### config.mk
export PLATFORM = sky130hd
export DESIGN_NAME = peak_level_silence_detector
export DESIGN_NICKNAME = d
export VERILOG_FILES = /design/src/rtl/core/pld_pkg.sv /design/src/rtl/core/pld_cfg_regs.sv /design/src/rtl/core/pld_meter.sv /design/src/rtl/core/peak_level_silence_detector.sv
export SDC_FILE = /design/constraint.sdc
export NUM_CORES = 1
export LEC_CHECK = 0
export CAP_MARGIN = 15
export CORE_MARGIN = 2
export CORE_UTILIZATION = 35
export CTS_BUF_LIST = sky130_fd_sc_hd__clkbuf_4
export DETAILED_ROUTE_END_ITERATION = 8
export DONT_BUFFER_PORTS = 1
export GPL_ROUTABILITY_DRIVEN = 1
export PLACE_DENSITY = 0.49
export SLEW_MARGIN = 20
export SYNTH_ARGS = -nofsm -noshare
export SYNTH_HDL_FRONTEND = slang
export SYNTH_SLANG_ARGS = --single-unit
### constraint.sdc
create_clock -name clk -period 3.41 [get_ports clk]
set_input_delay 0.682 -clock clk [delete_from_list [all_inputs] [get_ports clk]]
set_output_delay 0.682 -clock clk [all_outputs]
set_load 0.005 [all_outputs]
### src/rtl/core/pld_pkg.sv
package pld_pkg;

  localparam int SAMPLE_BITS = 16;
  localparam int TIMER_BITS  = 16;
  localparam int CFG_DATA_W  = 16;
  localparam int CFG_INDEX_W = 1;

  localparam logic [1:0] OP_SAMPLE = 2'd0;
  localparam logic [1:0] OP_CHECK  = 2'd1;
  localparam logic [1:0] OP_TICK   = 2'd2;

  localparam logic [1:0] ST_NA        = 2'd0;
  localparam logic [1:0] ST_DETECTED  = 2'd1;
  localparam logic [1:0] ST_TOO_QUIET = 2'd2;

  localparam logic [CFG_INDEX_W-1:0] CFG_DECAY_STEP    = 1'd0;
  localparam logic [CFG_INDEX_W-1:0] CFG_QUIET_TIMEOUT = 1'd1;

  // 0.005 of full scale on the Q1.15 scale rounds to 164.
  localparam logic [SAMPLE_BITS-1:0] DECAY_STEP_RESET    = SAMPLE_BITS'(164);
  localparam logic [TIMER_BITS-1:0]  QUIET_TIMEOUT_RESET = TIMER_BITS'(40);

  typedef struct packed {
    logic [1:0]                    opcode;
    logic signed [SAMPLE_BITS-1:0] sample_value;
  } in_item_t;

  typedef struct packed {
    logic [1:0]             quiet_status;
    logic [SAMPLE_BITS-1:0] peak_level;
    logic                   status_changed;
  } out_item_t;

  typedef struct packed {
    logic [SAMPLE_BITS-1:0] decay_step;
    logic [TIMER_BITS-1:0]  quiet_timeout;
  } cfg_t;

endpackage

### src/rtl/core/pld_cfg_regs.sv
module pld_cfg_regs (
  input  logic                               clk,
  input  logic                               rst_n,
  input  logic                               cfg_valid,
  output logic                               cfg_ready,
  input  logic [pld_pkg::CFG_INDEX_W-1:0]    cfg_index,
  input  logic [pld_pkg::CFG_DATA_W-1:0]     cfg_wdata,
  output pld_pkg::cfg_t                      cfg
);
  import pld_pkg::*;

  cfg_t cfg_r, cfg_nxt;

  assign cfg_ready = 1'b1;
  assign cfg       = cfg_r;

  always_comb begin
    cfg_nxt = cfg_r;
    if (cfg_valid) begin
      case (cfg_index)
        CFG_DECAY_STEP:    cfg_nxt.decay_step    = SAMPLE_BITS'(cfg_wdata);
        CFG_QUIET_TIMEOUT: cfg_nxt.quiet_timeout = TIMER_BITS'(cfg_wdata);
        default: ;
      endcase
    end
  end

  always_ff @(posedge clk) begin
    if (!rst_n) begin
      cfg_r.decay_step    <= DECAY_STEP_RESET;
      cfg_r.quiet_timeout <= QUIET_TIMEOUT_RESET;
    end else begin
      cfg_r <= cfg_nxt;
    end
  end

endmodule

### src/rtl/core/pld_meter.sv
module pld_meter (
  input  logic                clk,
  input  logic                rst_n,
  input  pld_pkg::cfg_t       cfg,
  input  logic                item_valid,
  input  pld_pkg::in_item_t   item,
  output logic                res_valid,
  output pld_pkg::out_item_t  res
);
  import pld_pkg::*;

  logic [SAMPLE_BITS-1:0] held_level_r, held_level_nxt;
  logic [1:0]             announced_r, announced_nxt;
  logic                   timer_running_r, timer_running_nxt;
  logic [TIMER_BITS-1:0]  quiet_elapsed_r, quiet_elapsed_nxt;

  logic [SAMPLE_BITS-1:0] magnitude;
  logic [SAMPLE_BITS-1:0] faded;
  logic                   zero;
  logic [1:0]             status;

  // Two's complement negate; the most negative sample maps to full scale.
  assign magnitude = item.sample_value[SAMPLE_BITS-1] ?
                     (~item.sample_value) + SAMPLE_BITS'(1) : item.sample_value;

  assign faded = (held_level_r > cfg.decay_step) ? held_level_r - cfg.decay_step : '0;
  assign zero  = (faded == '0);

  always_comb begin
    held_level_nxt    = held_level_r;
    announced_nxt     = announced_r;
    timer_running_nxt = timer_running_r;
    quiet_elapsed_nxt = quiet_elapsed_r;
    status            = ST_DETECTED;
    res_valid         = 1'b0;
    if (item_valid) begin
      case (item.opcode)
        OP_SAMPLE: begin
          if (magnitude > held_level_r) begin
            held_level_nxt = magnitude;
          end
        end
        OP_TICK: begin
          if (timer_running_r && quiet_elapsed_r != '1) begin
            quiet_elapsed_nxt = quiet_elapsed_r + TIMER_BITS'(1);
          end
        end
        OP_CHECK: begin
          res_valid      = 1'b1;
          held_level_nxt = faded;
          if (announced_r == ST_TOO_QUIET) begin
            if (!zero) begin
              timer_running_nxt = 1'b0;
              quiet_elapsed_nxt = '0;
              status            = ST_DETECTED;
            end else begin
              status = ST_TOO_QUIET;
            end
          end else if (zero) begin
            // A fresh start counts from zero before the expiry compare.
            if (!timer_running_r) begin
              timer_running_nxt = 1'b1;
              quiet_elapsed_nxt = '0;
            end
            status = (quiet_elapsed_nxt >= cfg.quiet_timeout) ? ST_TOO_QUIET : ST_DETECTED;
          end else begin
            timer_running_nxt = 1'b0;
            quiet_elapsed_nxt = '0;
            status            = ST_DETECTED;
          end
          announced_nxt = status;
        end
        default: ;
      endcase
    end
  end

  assign res.quiet_status   = status;
  assign res.peak_level     = faded;
  assign res.status_changed = (status != announced_r);

  always_ff @(posedge clk) begin
    if (!rst_n) begin
      held_level_r    <= '0;
      announced_r     <= ST_NA;
      timer_running_r <= 1'b0;
      quiet_elapsed_r <= '0;
    end else begin
      held_level_r    <= held_level_nxt;
      announced_r     <= announced_nxt;
      timer_running_r <= timer_running_nxt;
      quiet_elapsed_r <= quiet_elapsed_nxt;
    end
  end

  a_idle_timer_clear: assert property (@(posedge clk) disable iff (!rst_n)
    !timer_running_r |-> quiet_elapsed_r == '0)
    else $error("quiet timer idle with a nonzero count");

  a_too_quiet_timer: assert property (@(posedge clk) disable iff (!rst_n)
    announced_r == ST_TOO_QUIET |-> timer_running_r)
    else $error("too quiet announced without a running timer");

  a_level_range: assert property (@(posedge clk) disable iff (!rst_n)
    held_level_r <= (SAMPLE_BITS'(1) << (SAMPLE_BITS - 1)))
    else $error("held level above full scale");

endmodule

### src/rtl/core/peak_level_silence_detector.sv
// A check request is held in the input register and its result is loaded into the output register.
// Throughput: one request per cycle while no check waits on a full output register; an input
// register feeds the level and timer update, which loads the output register in the same cycle.
// Samples and ticks drain even while a result waits; only a check waits for the
// output register. Synchronous active-low reset clears the level, status and timer
// and loads decay step 164 and quiet timeout 40.
module peak_level_silence_detector (
  input  logic                             clk,
  input  logic                             rst_n,
  input  logic                             in_valid,
  output logic                             in_ready,
  input  pld_pkg::in_item_t                in_item,
  output logic                             out_valid,
  input  logic                             out_ready,
  output pld_pkg::out_item_t               out_item,
  input  logic                             cfg_valid,
  output logic                             cfg_ready,
  input  logic [pld_pkg::CFG_INDEX_W-1:0]  cfg_index,
  input  logic [pld_pkg::CFG_DATA_W-1:0]   cfg_wdata
);
  import pld_pkg::*;

  cfg_t      cfg;
  logic      s1_valid_r;
  in_item_t  s1_item_r;
  logic      out_valid_r;
  out_item_t out_item_r;
  logic      fire;
  logic      res_valid;
  out_item_t res;

  pld_cfg_regs u_cfg_regs (
    .clk       (clk),
    .rst_n     (rst_n),
    .cfg_valid (cfg_valid),
    .cfg_ready (cfg_ready),
    .cfg_index (cfg_index),
    .cfg_wdata (cfg_wdata),
    .cfg       (cfg)
  );

  assign fire = s1_valid_r &&
                (s1_item_r.opcode != OP_CHECK || !out_valid_r || out_ready);
  assign in_ready = !s1_valid_r || fire;

  pld_meter u_meter (
    .clk        (clk),
    .rst_n      (rst_n),
    .cfg        (cfg),
    .item_valid (fire),
    .item       (s1_item_r),
    .res_valid  (res_valid),
    .res        (res)
  );

  always_ff @(posedge clk) begin
    if (!rst_n) begin
      s1_valid_r <= 1'b0;
    end else if (in_valid && in_ready) begin
      s1_valid_r <= 1'b1;
    end else if (fire) begin
      s1_valid_r <= 1'b0;
    end
  end

  always_ff @(posedge clk) begin
    if (in_valid && in_ready) begin
      s1_item_r <= in_item;
    end
  end

  always_ff @(posedge clk) begin
    if (!rst_n) begin
      out_valid_r <= 1'b0;
    end else if (res_valid) begin
      out_valid_r <= 1'b1;
    end else if (out_ready) begin
      out_valid_r <= 1'b0;
    end
  end

  always_ff @(posedge clk) begin
    if (res_valid) begin
      out_item_r <= res;
    end
  end

  assign out_valid = out_valid_r;
  assign out_item  = out_item_r;

endmodule

---- Word level (Yosys, flattened, before mapping) ----
Index checks and enable logic that the tools add are counted.
word-level totals
  output and inout port bits .............. 22
  logic and storage cells ................. 80
  input bits .............................. 40
  flip-flop bits (word level) ............. 106
cells by class
  bitwise gates (word level) .............. 2
  reduce and logical (&&, ||, !) cells .... 20
  mux-type cells .......................... 29
  equality and inequality tests ........... 10
  $add $sub $neg .......................... 3
  order comparisons ....................... 3
operators with widths
  kind                                                                   number
  16-bit two-way mux                                                     12
  16-bit case mux with 2 select lines                                    2
  16-bit greater-than comparator                                         2
  16-bit by 1-bit adder with 16-bit output, second input constant        1
  16-bit by 2-bit adder with 16-bit output, second input constant        1
  16-bit greater-or-equal comparator                                     1
  16-bit zero test                                                       1
  16-bit != test, second input constant                                  1
  16-bit NOT                                                             1
  16-bit subtractor                                                      1
  2-bit two-way mux                                                      6
  1-bit two-way mux                                                      9
  2-bit nonzero test                                                     4
  2-bit by 1-bit != test with 1-bit output, second input constant        3
  2-bit AND reduction                                                    3
  3-bit AND reduction                                                    2
  2-bit equality test, second input constant                             2
  4-bit AND reduction                                                    1
  1-bit logical AND                                                      3
  1-bit logical OR                                                       3
  3-bit != test, second input constant                                   1
  2-bit by 1-bit equality test with 1-bit output, second input constant  1
  1-bit zero test                                                        2
  2-bit zero test                                                        1
  3 further kinds                                                        3

---- Longest topological paths before layout ----
Gate-level depths: netlist of the first run.
  word-level depth ........................ 14
  mapped depth ............................ 16
  gate-level depth less buffers ........... 15

---- Hierarchy ----
From an unflattened synthesis of the first run, not the netlist that was laid out.
unflattened totals
  cell total of the unflattened synthesis .. 722
  area total of the unflattened synthesis .. 6488.7 µm²
by module, submodules not included
  module                       area an instance (µm²)  seq. area each (µm²)  times used  cells an instance
  pld_meter                    4010.1                  700.7                 1           544
  pld_cfg_regs                 1265.0                  640.6                 1           131
  peak_level_silence_detector  1213.7                  1151.1                1           47

---- Worst setup path before layout of the first run ----
No wires, ideal clock.
  kind .................................... reg2reg
  start ................................... register s1_item_r[2] (netlist name)
  end ..................................... register u_meter.held_level_r[8]
  period minus slack after synthesis ...... 3.773 ns
  data required time ...................... 3.294 ns
  setup time .............................. 0.116 ns
  arrival ................................. 3.657 ns
  slack ................................... -0.363 ns
  buffers on the path ..................... 1
  stages on the path, launching flop included .. 17
  cell sequence ........................... edfxtp_1 -> nor2_1 -> nand3_1 -> or4_1 -> or4_1 -> o41ai_1 -> xnor2_1 -> ha_1 -> nand4_1 -> nor3_1 -> o21ai_0 -> a21oi_1 -> a211oi_1 -> o22ai_1 -> clkbuf_1 -> o211a_1 -> nor2_1
between the ends
  longest elaborated chain between the ends .. 6
  elaborated cells between the ends (all ways) .. 8
  those cells by class .................... 1 x add/sub; 1 x order compare; 1 x eq/ne; 3 x mux; 1 x bitwise; 1 x reduce/logical
RTL lines
  item                                                       line                               RTL
  start: declaration                                         peak_level_silence_detector.sv:25  in_item_t s1_item_r;
  start signal: assignment                                   peak_level_silence_detector.sv:68  s1_item_r <= in_item;
  16-bit NOT                                                 pld_meter.sv:24                    (~item.sample_value) + SAMPLE_BITS'(1) : item.sample_value;
  16-bit by 2-bit adder with 16-bit output                   pld_meter.sv:24
  16-bit two-way mux (*)                                     pld_meter.sv:23                    assign magnitude = item.sample_value[SAMPLE_BITS-1] ?
  16-bit greater-than comparator                             pld_meter.sv:39                    if (magnitude > held_level_r) begin
  2-bit by 1-bit != test with 1-bit output (no source line)  --
  3-bit AND reduction (no source line)                       --
  end signal: assignment                                     pld_meter.sv:89                    held_level_r <= held_level_nxt;
  end: declaration                                           pld_meter.sv:12                    logic [SAMPLE_BITS-1:0] held_level_r, held_level_nxt;
Every way passes the cells marked *; elsewhere a longest branch is shown, timed or not. The select of a mux whose other input is x is not followed.
A chain may end at the register's enable or synchronous reset.

---- Worst setup path after layout of the first run ----
  start ................................... register s1_item_r[2] (netlist name)
  end ..................................... register u_meter.held_level_r[5]
Same word-level chain as after synthesis.

==> run metrics, run 1 <==
initial standard-cell utilization of the core=35.54%; static leakage=2.843 nW; Overall Global Routing Usage=18.32%; CTS H-tree lvls=3; number of placed I/O pins=62; post-detail-place hpwl=13620 µm; number of filler cells placed in the layout=1881; critical path class=reg2reg; number of core rows=50; syn nets=863; startpoint types=register; Worst Reg2Reg Path Length in Cells=16; maximum number of buffers from clock root to sink=2; synthesized area divided by synthesized cell count=8.586 µm²; WL per Instance=17.88 µm; root buf cell=sky130_fd_sc_hd__clkbuf_4; Crit path arrival time=4040 ps; FMAX=273.7 MHz; fin crit share=107.1%; Crit Path Max Fanout=9; primary flip-flop cell chosen by synthesis mapping=sky130_fd_sc_hd__dfxtp_1; dpl cell area=6994 µm²; cts-stage hold buffer count=0; count of buffers from port buffering=0; detailed router's first-iteration violation count=314; proportion of layout cells with a drive suffix above 1=14.27%; status=finished with violations; total wire length=18240 µm; peak ir drop on the vdd network=0.1658 mV; Post-Syn Instances=769; Cell variety after synth=73; number of failing setup endpoints in the final timing report=16; Final Hold Vio Count=0; area of the die=19980 µm²; RD Place Congestion=0.8698; Pre-Repair DR Iteration Count=5; critical path, cell by cell=nor2_2 -> nand3_2 -> or4_4 -> or4_4 -> o41ai_4 -> xnor2_1 -> ha_1 -> nand4_1 -> nor3_2 -> buf_4 -> nand4_1 -> nand4_1 -> o22ai_2 -> buf_12 -> and2_4 -> o2bb2ai_1; number of antenna violations at the first check in global routing=1; vertical die dimension=141.4 µm; final core occ=39.83%; via count=5546; CP Data Required Time=3800 ps; number of global-route vias before repair=5471; Post-Synthesis Cell Area=6603 µm²; Final Power=2.907 mW; Worst R2R Start=s1_item_r[2]$_DFFE_PP_; crit path from=s1_item_r[2]$_DFFE_PP_; Most Frequent Cell on Critical Path=sky130_fd_sc_hd__nand4_1; worst hold-check path type=in2reg; setup repair after global routing missed its margin=yes; number of warnings issued by yosys=0; headroom to the max-slew limit=30.47%; violations in the final reports=negative setup slack; worst-case clock skew=31.66 ps; crit path time final=3653 ps; endpoint of the worst setup timing path=u_meter.held_level_r[5]$_SDFFE_PN0P_; Synth async-reset ratio=0%; final standard cell area without fillers=7401 µm²; maximum number of pins on one net before global-route repair=46; DRC viols=0; PD cells=392.8 nW/µm²; worst setup timing slack at the placement stage=-370.8 ps; die outline width=141.4 µm; wire length of the first global-routing pass=28520 µm; final setup margin=-243.1 ps; max-cap violations=0; Remaining Overflow, GRT=0; total clock buffers created by CTS=9; number of synthesized flops with an enable pin=37; register bit total from synthesis=106; slowest cell on the critical path=sky130_fd_sc_hd__or4_4; Max Transition Viols Final=0; biggest cell delay along the critical path=480 ps; post-detailed-route count of antenna-violating nets=0; sequential-to-total area share from yosys stat=37.75%; clock tree from TritonCTS=done; number of sinks driven by the clock tree=106; Layout area overhead=12.09%; slack of the worst reg-to-reg path=-240 ps; clock-pin slew on the worst setup and hold paths=170 ps; tightest hold margin=272.9 ps; detail-routed via count per cell=5.437; core region area=18580 µm²; transition time of the tightest slew-check pin=1042 ps; Clock Latency Late Sink=500 ps; category of the worst setup path capture point=register; endpoint of the worst-slack reg-to-reg timing path=u_meter.held_level_r[5]$_SDFFE_PN0P_; post-layout net count=874
## registers in the layout (all words and copies together), names as in the netlist
name,count
u_meter.quiet_elapsed_r,16
out_valid,1
s1_valid_r,1
u_meter.held_level_r,16
s1_item_r,18
u_meter.announced_r,2
u_cfg_regs.cfg,32
out_item,19
u_meter.timer_running_r,1
## worst max-delay path: cells and delay by family, from the launching register on
family | cells | cell delay [ps]
xor gates and xnor gates | 1 | 140
AOI/OAI and AO/OA | 3 | 440
and+or+nand+nor | 9 | 1920
adders and majority gates | 1 | 310
buffers and inverters | 2 | 290
DFF | 1 | 450
## synthesized netlist by cell type, types with 4 or more instances
library cell | instances | area (µm²)
sky130_fd_sc_hd__o21a_1 | 7 | 52.55
sky130_fd_sc_hd__or2_2 | 5 | 31.28
sky130_fd_sc_hd__nand2_1 | 127 | 476.7
sky130_fd_sc_hd__o2bb2ai_1 | 4 | 35.03
sky130_fd_sc_hd__buf_2 | 7 | 35.03
sky130_fd_sc_hd__o211a_1 | 4 | 40.04
sky130_fd_sc_hd__nand4_1 | 14 | 87.58
sky130_fd_sc_hd__a21oi_2 | 5 | 43.79
sky130_fd_sc_hd__o211ai_1 | 11 | 82.58
sky130_fd_sc_hd__o21ai_0 | 37 | 185.2
sky130_fd_sc_hd__o21ai_2 | 5 | 43.79
sky130_fd_sc_hd__inv_1 | 62 | 232.7
sky130_fd_sc_hd__o31ai_1 | 9 | 67.56
sky130_fd_sc_hd__nor4_1 | 6 | 37.54
sky130_fd_sc_hd__clkbuf_1 | 20 | 75.07
sky130_fd_sc_hd__xnor2_1 | 11 | 96.34
sky130_fd_sc_hd__or4_1 | 5 | 37.54
sky130_fd_sc_hd__a21o_1 | 12 | 90.09
sky130_fd_sc_hd__dfxtp_1 | 69 | 1381
sky130_fd_sc_hd__edfxtp_1 | 37 | 1111
sky130_fd_sc_hd__nand2b_1 | 5 | 31.28
sky130_fd_sc_hd__nor3_1 | 14 | 70.07
sky130_fd_sc_hd__a211oi_1 | 5 | 37.54
sky130_fd_sc_hd__and2_1 | 20 | 125.1
sky130_fd_sc_hd__buf_1 | 5 | 18.77
sky130_fd_sc_hd__a21oi_1 | 53 | 265.3
sky130_fd_sc_hd__a31oi_1 | 10 | 62.56
sky130_fd_sc_hd__and3_1 | 10 | 62.56
sky130_fd_sc_hd__o2111ai_1 | 6 | 52.55
sky130_fd_sc_hd__nor2_1 | 35 | 131.4
sky130_fd_sc_hd__nand3_1 | 14 | 70.07
sky130_fd_sc_hd__nor2b_1 | 11 | 68.82
sky130_fd_sc_hd__xor2_1 | 6 | 52.55
sky130_fd_sc_hd__o22ai_1 | 4 | 25.02
sky130_fd_sc_hd__ha_1 | 53 | 663.1
## area by class of cell
cell class                      count  area, µm²  area share (%)
Antenna cell                        1      2.502         0.03381
Clock buffer                        9      67.56          0.9129
Clock inverter                      7      125.1           1.691
Inverter                           63      236.5           3.195
Multi-Input combinational cell    564       3864           52.21
Sequential cell                   106       2494           33.69
Tap cell                          234      292.8           3.956
Timing Repair Buffer               36      319.1           4.311
## power by group
| part | internal (mW) | total [mW] | switching [mW] |
|---|---|---|---|
| clock network | 0.379 | 0.837 | 0.458 |
| registers | 1.37 | 1.41 | 0.0426 |
| logic | 0.271 | 0.659 | 0.388 |
## cells by family after synthesis
kind of cell / Yosys count / share of synthesized area, %
AND/OR/NAND/NOR: 282 / 20.88
AO/OA/AOI/OAI: 207 / 22.08
flip-flops: 106 / 37.75
buffers and inverters: 99 / 6.159
adder cells (fa/ha/maj): 54 / 10.35
XOR/XNOR: 17 / 2.255
multiplexers: 3 / 0.4738
other: 1 / 0.05680
## cells in the final DEF, fill, tap and decap left out, types with 14 or more instances in the layout
cell type                  Yosys  routed
sky130_fd_sc_hd__buf_4         1      30
sky130_fd_sc_hd__nand4_1      14      14
sky130_fd_sc_hd__dfxtp_1      69      68
sky130_fd_sc_hd__and2_1       20      19
sky130_fd_sc_hd__edfxtp_1     37      37
sky130_fd_sc_hd__ha_1         53      53
sky130_fd_sc_hd__inv_1        62      62
sky130_fd_sc_hd__a21oi_1      53      52
sky130_fd_sc_hd__o21ai_0      37      29
sky130_fd_sc_hd__nand2_1     127     126
sky130_fd_sc_hd__nor2_1       35      34
## stage by stage
step | setup TNS [ps] | std cells
after floorplan | 0 | 769
after global placement | -2219 | 994
after CTS | -2296 | 1015
after detailed placement | -4857 | 994
after global routing | -7307 | 1020
final | -3301 | 1020
## worst min path at each step
| stage | start | end | slack (ps) | cells past startpoint |
|---|---|---|---|---|
| 2_1_floorplan | u_cfg_regs.cfg[10]$_SDFFE_PN0P_ | u_cfg_regs.cfg[10]$_SDFFE_PN0P_ | 440 | 2 |
| 3_3_place_gp | u_cfg_regs.cfg[19]$_SDFFE_PN0P_ | u_cfg_regs.cfg[19]$_SDFFE_PN0P_ | 450 | 2 |
| 3_5_place_dp | u_cfg_regs.cfg[7]$_SDFFE_PN0P_ | u_cfg_regs.cfg[7]$_SDFFE_PN0P_ | 450 | 2 |
| 4_1_cts | in_item[11] | s1_item_r[11]$_DFFE_PP_ | 220 | 0 |
| 5_1_grt | in_item[3] | s1_item_r[3]$_DFFE_PP_ | 220 | 0 |
| 6_report | in_item[11] | s1_item_r[11]$_DFFE_PP_ | 270 | 0 |
## routing by layer
layer  vias to the layer above  routed length [µm]  GRT usage (%)  part of all wire, %
met1                      2655                8099          22.85                   44
met5                         -                   0              0                    0
li1                       2776                   -              -                    -
met4                         0                 255          5.263                  1.4
met2                        99                9254          32.55                   51
met3                        16                 626          3.105                  3.4
## repair_timing
item / in CTS / in global routing
buffers inserted: 5 / 4
gates resized for setup: 21 / 16
pin swaps: 7 / 3
setup endpoints to repair: 16 / 19
No activity file was read; power rests on OpenSTA's default activity.
==> inputs of run 2 (changes only) <==
--- a/config.mk
+++ b/config.mk
@@ -13,6 +13,7 @@
 export DONT_BUFFER_PORTS = 1
 export GPL_ROUTABILITY_DRIVEN = 1
 export PLACE_DENSITY = 0.49
+export REMOVE_ABC_BUFFERS = 1
 export SLEW_MARGIN = 20
 export SYNTH_ARGS = -nofsm -noshare
 export SYNTH_HDL_FRONTEND = slang
==> run metrics, run 2 (synthesis results as in run 1) <==
status=finished with violations; violations in the final reports=negative setup slack; P_int=1.960 mW (-2.9%); post-detailed-route count of antenna-violating nets=0 (unchanged); number of placed I/O pins=62 (unchanged); RD Place Congestion=0.9067 (+4.2%); initial standard-cell utilization of the core=35.54% (unchanged); proportion of layout cells with a drive suffix above 1=17.15% (+2.9 points); cts-stage hold buffer count=0 (unchanged); number of global-route vias before repair=5542 (+1.3%); post-layout net count=888 (+1.6%); number of sinks driven by the clock tree=106 (unchanged); Reg power frac=49.3% (+0.8 points); CTS H-tree lvls=3 (unchanged); die outline width=141.4 µm (unchanged); transition time of the tightest slew-check pin=873.3 ps (-168.5 ps); CP Data Required Time=3810 ps (about the same); wire length of the first global-routing pass=29330 µm (+2.9%); total clock buffers created by CTS=9 (unchanged); number of core rows=50 (unchanged); clock tree from TritonCTS=done; Remaining Overflow, GRT=0 (unchanged); dpl cell area=6997 µm² (about the same); count of buffers from port buffering=0 (unchanged); number of failing setup endpoints in the final timing report=16 (unchanged); Crit path arrival time=4110 ps (+70 ps); most frequent standard cell in the layout excluding fill and tap cells=sky130_fd_sc_hd__nand2_1; number of antenna violations at the first check in global routing=1 (unchanged); worst setup timing slack at the placement stage=-571.7 ps (-200.9 ps); setup repair after global routing missed its margin=yes; Layout area overhead=14.55%; headroom to the max-slew limit=41.43% (+11 points); category of the worst setup path capture point=register; post-detail-place hpwl=13450 µm (-1.2%); total wire length=18320 µm (+0.45%); FMAX=269.3 MHz (-1.6%); slack of the worst reg-to-reg path=-300 ps (-60 ps); root buf cell=sky130_fd_sc_hd__clkbuf_4; sw power=0.8975 mW (+1.1%); maximum number of pins on one net before global-route repair=46 (unchanged); Max Transition Viols Final=0 (unchanged); detail-routed via count per cell=5.425 (-0.23%); startpoint types=register; vertical die dimension=141.4 µm (unchanged); final setup margin=-303.7 ps (-60.59 ps); critical path class=reg2reg; area of the die=19980 µm² (unchanged); peak ir drop on the vdd network=0.2513 mV (+52%); net switching share of the total power=31.41% (+0.87 points); static leakage=2.937 nW (+3.3%); clock-pin slew on the worst setup and hold paths=170 ps (about the same); relative contribution of the clock network to total power=26.3% (-2.5 points); DRC viols=0 (unchanged); Pre-Repair DR Iteration Count=5 (unchanged); PD cells=377.8 nW/µm² (-3.8%); Final Hold Vio Count=0 (unchanged); worst hold-check path type=in2reg; worst-case clock skew=21.51 ps (-10.16 ps); core region area=18580 µm² (unchanged); via count=5609 (+1.1%); max-cap violations=0 (unchanged); number of filler cells placed in the layout=1857 (-1.3%); Largest register FFs=32 (unchanged); part of the power in combinational logic=24.4% (+1.7 points); Clock Latency Late Sink=500 ps (about the same); final standard cell area without fillers=7564 µm² (+2.2%); Crit Path Max Fanout=8 (-1); WL per Instance=17.72 µm (-0.91%); fin crit share=108.9% (+1.8 points); maximum number of buffers from clock root to sink=2 (unchanged); Overall Global Routing Usage=18.57% (+0.25 points); detailed router's first-iteration violation count=335 (+6.7%); leading cell types in the layout, fill and taps excluded=sky130_fd_sc_hd__nand2_1, sky130_fd_sc_hd__dfxtp_1, sky130_fd_sc_hd__inv_1; crit path time final=3714 ps (+60.59 ps)
## run 2: cell count changes in the layout (fill, tap and decap cells not counted), sizes merged
| cell | delta |
|---|---|
| inv | -1 |
| clkinv | +2 |
| bufinv | -1 |
| buf | +13 |
| clkbuf | +1 |
## run 2: layout make-up
cell class,instances,area (µm²),share of cell area [%]
Tap cell,234,292.8,3.871
Inverter,63,236.5,3.127
Clock buffer,9,67.56,0.8933
Clock inverter,7,92.59,1.224
Multi-Input combinational cell,564,3936,52.04
Timing Repair Buffer,50,440.4,5.823
Sequential cell,106,2495,32.99
Antenna cell,1,2.502,0.03309
## run 2: metal layers
metal  vias to the layer above  global-route usage (%)  wire length, µm
met4                         0                   6.526              503
met1                      2662                   23.51             8332
li1                       2799                       -                -
met2                       116                   31.58             8868
met5                         -                       0                0
met3                        32                   3.679              613
## run 2: stage by stage
stage | TNS [ps] | utilization [%] | cells | hold slack, ps | power (mW)
after floorplan | -12790 | - | 733 | 436.3 | 1.847
after global placement | -4476 | 37.66 | 999 | 446.6 | 2.054
after detailed placement | -7842 | 37.66 | 999 | 451.3 | 2.062
after CTS | -5210 | 39.62 | 1026 | 232.8 | 2.840
after global routing | -7816 | 40.71 | 1034 | 227.7 | 3.006
final | -4147 | 40.71 | 1034 | 265.9 | 2.857
## run 2: critical path, cell delays in order, from the launching register on
cell	delay, ps
sky130_fd_sc_hd__edfxtp_1	440
sky130_fd_sc_hd__nor2_2	160
sky130_fd_sc_hd__nand3_2	90
sky130_fd_sc_hd__or4_4	430
sky130_fd_sc_hd__or4_4	470
sky130_fd_sc_hd__o41ai_4	270
sky130_fd_sc_hd__xnor2_2	110
sky130_fd_sc_hd__ha_1	310
sky130_fd_sc_hd__nand4_1	140
sky130_fd_sc_hd__nor3_2	210
sky130_fd_sc_hd__buf_4	140
sky130_fd_sc_hd__nand4_1	120
sky130_fd_sc_hd__nand4_1	150
sky130_fd_sc_hd__o22ai_2	100
sky130_fd_sc_hd__buf_6	160
sky130_fd_sc_hd__buf_8	140
sky130_fd_sc_hd__o21ai_2	130
sky130_fd_sc_hd__a31oi_1	50
## run 2: worst paths after layout
kind / startpoint / endpoint / depth (start not counted)
setup / recovery: s1_item_r[2]$_DFFE_PP_ / u_meter.held_level_r[12]$_SDFFE_PN0P_ / 17
hold / removal: in_item[8] / s1_item_r[8]$_DFFE_PP_ / 0
setup reg to reg: s1_item_r[2]$_DFFE_PP_ / u_meter.held_level_r[12]$_SDFFE_PN0P_ / 17
hold reg to reg: u_cfg_regs.cfg[15]$_SDFFE_PN0P_ / u_cfg_regs.cfg[15]$_SDFFE_PN0P_ / 2
## run 2: power groups by stage
stage	Clock [mW]	Combinational [mW]	Sequential, mW
finish	0.751	0.697	1.41
global route	0.820	0.769	1.42
CTS	0.771	0.661	1.41
detailed placement	0	0.629	1.43
global placement	0	0.622	1.43
floorplan	0	0.427	1.42
## run 2: what timing repair did
item | CTS | global route
setup endpoints to repair | 16 | 28
gates resized for setup | 33 | 26
buffers inserted | 11 | 7
endpoints found under the hold margin | 0 | 0
gates cloned | 1 | 1
pin swaps | 15 | 26
==> inputs of run 3 (changes only) <==
--- a/config.mk
+++ b/config.mk
@@ -14,6 +14,7 @@
 export GPL_ROUTABILITY_DRIVEN = 1
 export PLACE_DENSITY = 0.49
 export REMOVE_ABC_BUFFERS = 1
+export SKIP_CTS_REPAIR_TIMING = 1
 export SLEW_MARGIN = 20
 export SYNTH_ARGS = -nofsm -noshare
 export SYNTH_HDL_FRONTEND = slang
==> run metrics, run 3 (synthesis results as in run 1) <==
post-detailed-route count of antenna-violating nets=0 (unchanged); Layout area overhead=11.39%; Pre-Repair DR Iteration Count=6 (+1); Crit path arrival time=4210 ps (+100 ps); count of buffers from port buffering=0 (unchanged); number of standard cells in the final layout excluding fillers=1026 (-0.77%); wire length of the first global-routing pass=28700 µm (-2.2%); Remaining Overflow, GRT=0 (unchanged); maximum number of buffers from clock root to sink=2 (unchanged); via count=5563 (-0.82%); Clock Latency Late Sink=500 ps (about the same); category of the worst setup path capture point=register; CTS H-tree lvls=3 (unchanged); DRC viols=0 (unchanged); Post-Place Cells=999 (unchanged); clock tree from TritonCTS=done; static leakage=2.849 nW (-3.0%); final core occ=39.58% (-1.1 points); number of placed I/O pins=62 (unchanged); headroom to the max-slew limit=43.69% (+2.3 points); area of the die=19980 µm² (unchanged); total wire length=18190 µm (-0.72%); vertical die dimension=141.4 µm (unchanged); leading cell types in the layout, fill and taps excluded=sky130_fd_sc_hd__nand2_1, sky130_fd_sc_hd__dfxtp_1, sky130_fd_sc_hd__inv_1; FMAX=264.9 MHz (-1.6%); crit path time final=3775 ps (+61.58 ps); total clock buffers created by CTS=9 (unchanged); worst setup timing slack at the placement stage=-571.7 ps (unchanged); peak ir drop on the vdd network=0.2509 mV (-0.16%); critical path class=reg2reg; detail-routed via count per cell=5.422 (about the same); setup repair after global routing missed its margin=yes; Crit Path Max Fanout=7 (-1); core region area=18580 µm² (unchanged); RD Place Congestion=0.9067 (unchanged); tightest hold margin=259.1 ps (-6.831 ps); transition time of the tightest slew-check pin=823.4 ps (-49.94 ps); fin crit share=110.7% (+1.8 points); Final Hold Vio Count=0 (unchanged); number of global-route vias before repair=5428 (-2.1%); startpoint types=register; final setup margin=-365.2 ps (-61.58 ps); maximum number of pins on one net before global-route repair=46 (unchanged); most frequent standard cell in the layout excluding fill and tap cells=sky130_fd_sc_hd__nand2_1; worst-case clock skew=24.67 ps (+3.159 ps); initial standard-cell utilization of the core=35.54% (unchanged); status=finished with violations; number of core rows=50 (unchanged); die outline width=141.4 µm (unchanged); max-cap violations=0 (unchanged); PD cells=385.9 nW/µm² (+2.2%); slack of the worst reg-to-reg path=-370 ps (-60 ps); CP Data Required Time=3840 ps (+30 ps); WL per Instance=17.73 µm (about the same); violations in the final reports=negative setup slack; clock-pin slew on the worst setup and hold paths=180 ps (about the same); worst hold-check path type=in2reg; Max Transition Viols Final=0 (unchanged); number of antenna violations at the first check in global routing=1 (unchanged); root buf cell=sky130_fd_sc_hd__clkbuf_4; biggest cell delay along the critical path=470 ps (about the same); number of failing setup endpoints in the final timing report=16 (unchanged); critical path, cell by cell=nor2_2 -> nand3_2 -> or4_4 -> or4_4 -> o41ai_4 -> xnor2_2 -> ha_1 -> nand4_1 -> nor3_2 -> buf_4 -> nand4_1 -> nand4_1 -> o22ai_2 -> buf_6 -> buf_4 -> buf_4 -> o2bb2ai_1; proportion of layout cells with a drive suffix above 1=13.91% (-3.2 points); number of filler cells placed in the layout=1874 (+0.92%); Overall Global Routing Usage=18.16% (-0.41 points); detailed router's first-iteration violation count=294 (-12%); post-detail-place hpwl=13450 µm (unchanged); number of sinks driven by the clock tree=106 (unchanged); Largest register FFs=32 (unchanged); post-layout net count=880 (-0.90%); slowest cell on the critical path=sky130_fd_sc_hd__or4_4
[run 3: stage by stage]
step	power (mW)	TNS, ps	instance area, µm²
6_report	2.838	-5094	7355
5_1_grt	2.977	-8466	7355
4_1_cts	2.812	-9063	7157
3_5_place_dp	2.062	-7842	6997
3_3_place_gp	2.054	-4476	6997
2_1_floorplan	1.847	-12790	6432
[run 3: final cells by class]
| cell class | instances | area [µm²] | share of cell area [%] |
|---|---|---|---|
| Tap cell | 234 | 292.8 | 3.981 |
| Antenna cell | 1 | 2.502 | 0.03403 |
| Timing Repair Buffer | 42 | 345.3 | 4.695 |
| Multi-Input combinational cell | 564 | 3825 | 52.01 |
| Inverter | 63 | 236.5 | 3.215 |
| Clock buffer | 9 | 67.56 | 0.9187 |
| Clock inverter | 7 | 92.59 | 1.259 |
| Sequential cell | 106 | 2492 | 33.89 |
[run 3: routing by layer]
layer  vias to the layer above  GRT usage [%]  part of all wire [%]
met1                      2644          23.16                    45
met2                       111          30.61                    48
met4                         0          6.684                   2.8
met5                         -              0                     0
li1                       2778              -                     -
met3                        30          3.510                   3.5
[run 3: worst paths after layout]
kind,startpoint,end,cells after the start
setup / recovery,s1_item_r[3]$_DFFE_PP_,u_meter.held_level_r[1]$_SDFFE_PN0P_,17
setup reg to reg,s1_item_r[3]$_DFFE_PP_,u_meter.held_level_r[1]$_SDFFE_PN0P_,17
hold / removal,in_item[8],s1_item_r[8]$_DFFE_PP_,0
hold reg to reg,u_cfg_regs.cfg[11]$_SDFFE_PN0P_,u_cfg_regs.cfg[11]$_SDFFE_PN0P_,2
[run 3: critical path: cells and delay by family (launching register included)]
family | cells | cell delay (ps)
buf+inv | 4 | 560
flops | 1 | 430
simple gates | 8 | 1740
xor+xnor | 1 | 110
fa+ha+maj | 1 | 320
compound gates | 3 | 570
[run 3: where the power goes]
group	switching [mW]	internal, mW	leakage [nW]	total (mW)
logic	0.394	0.280	1.85	0.673
clock network	0.459	0.298	0.0901	0.757
registers	0.0402	1.37	0.913	1.41
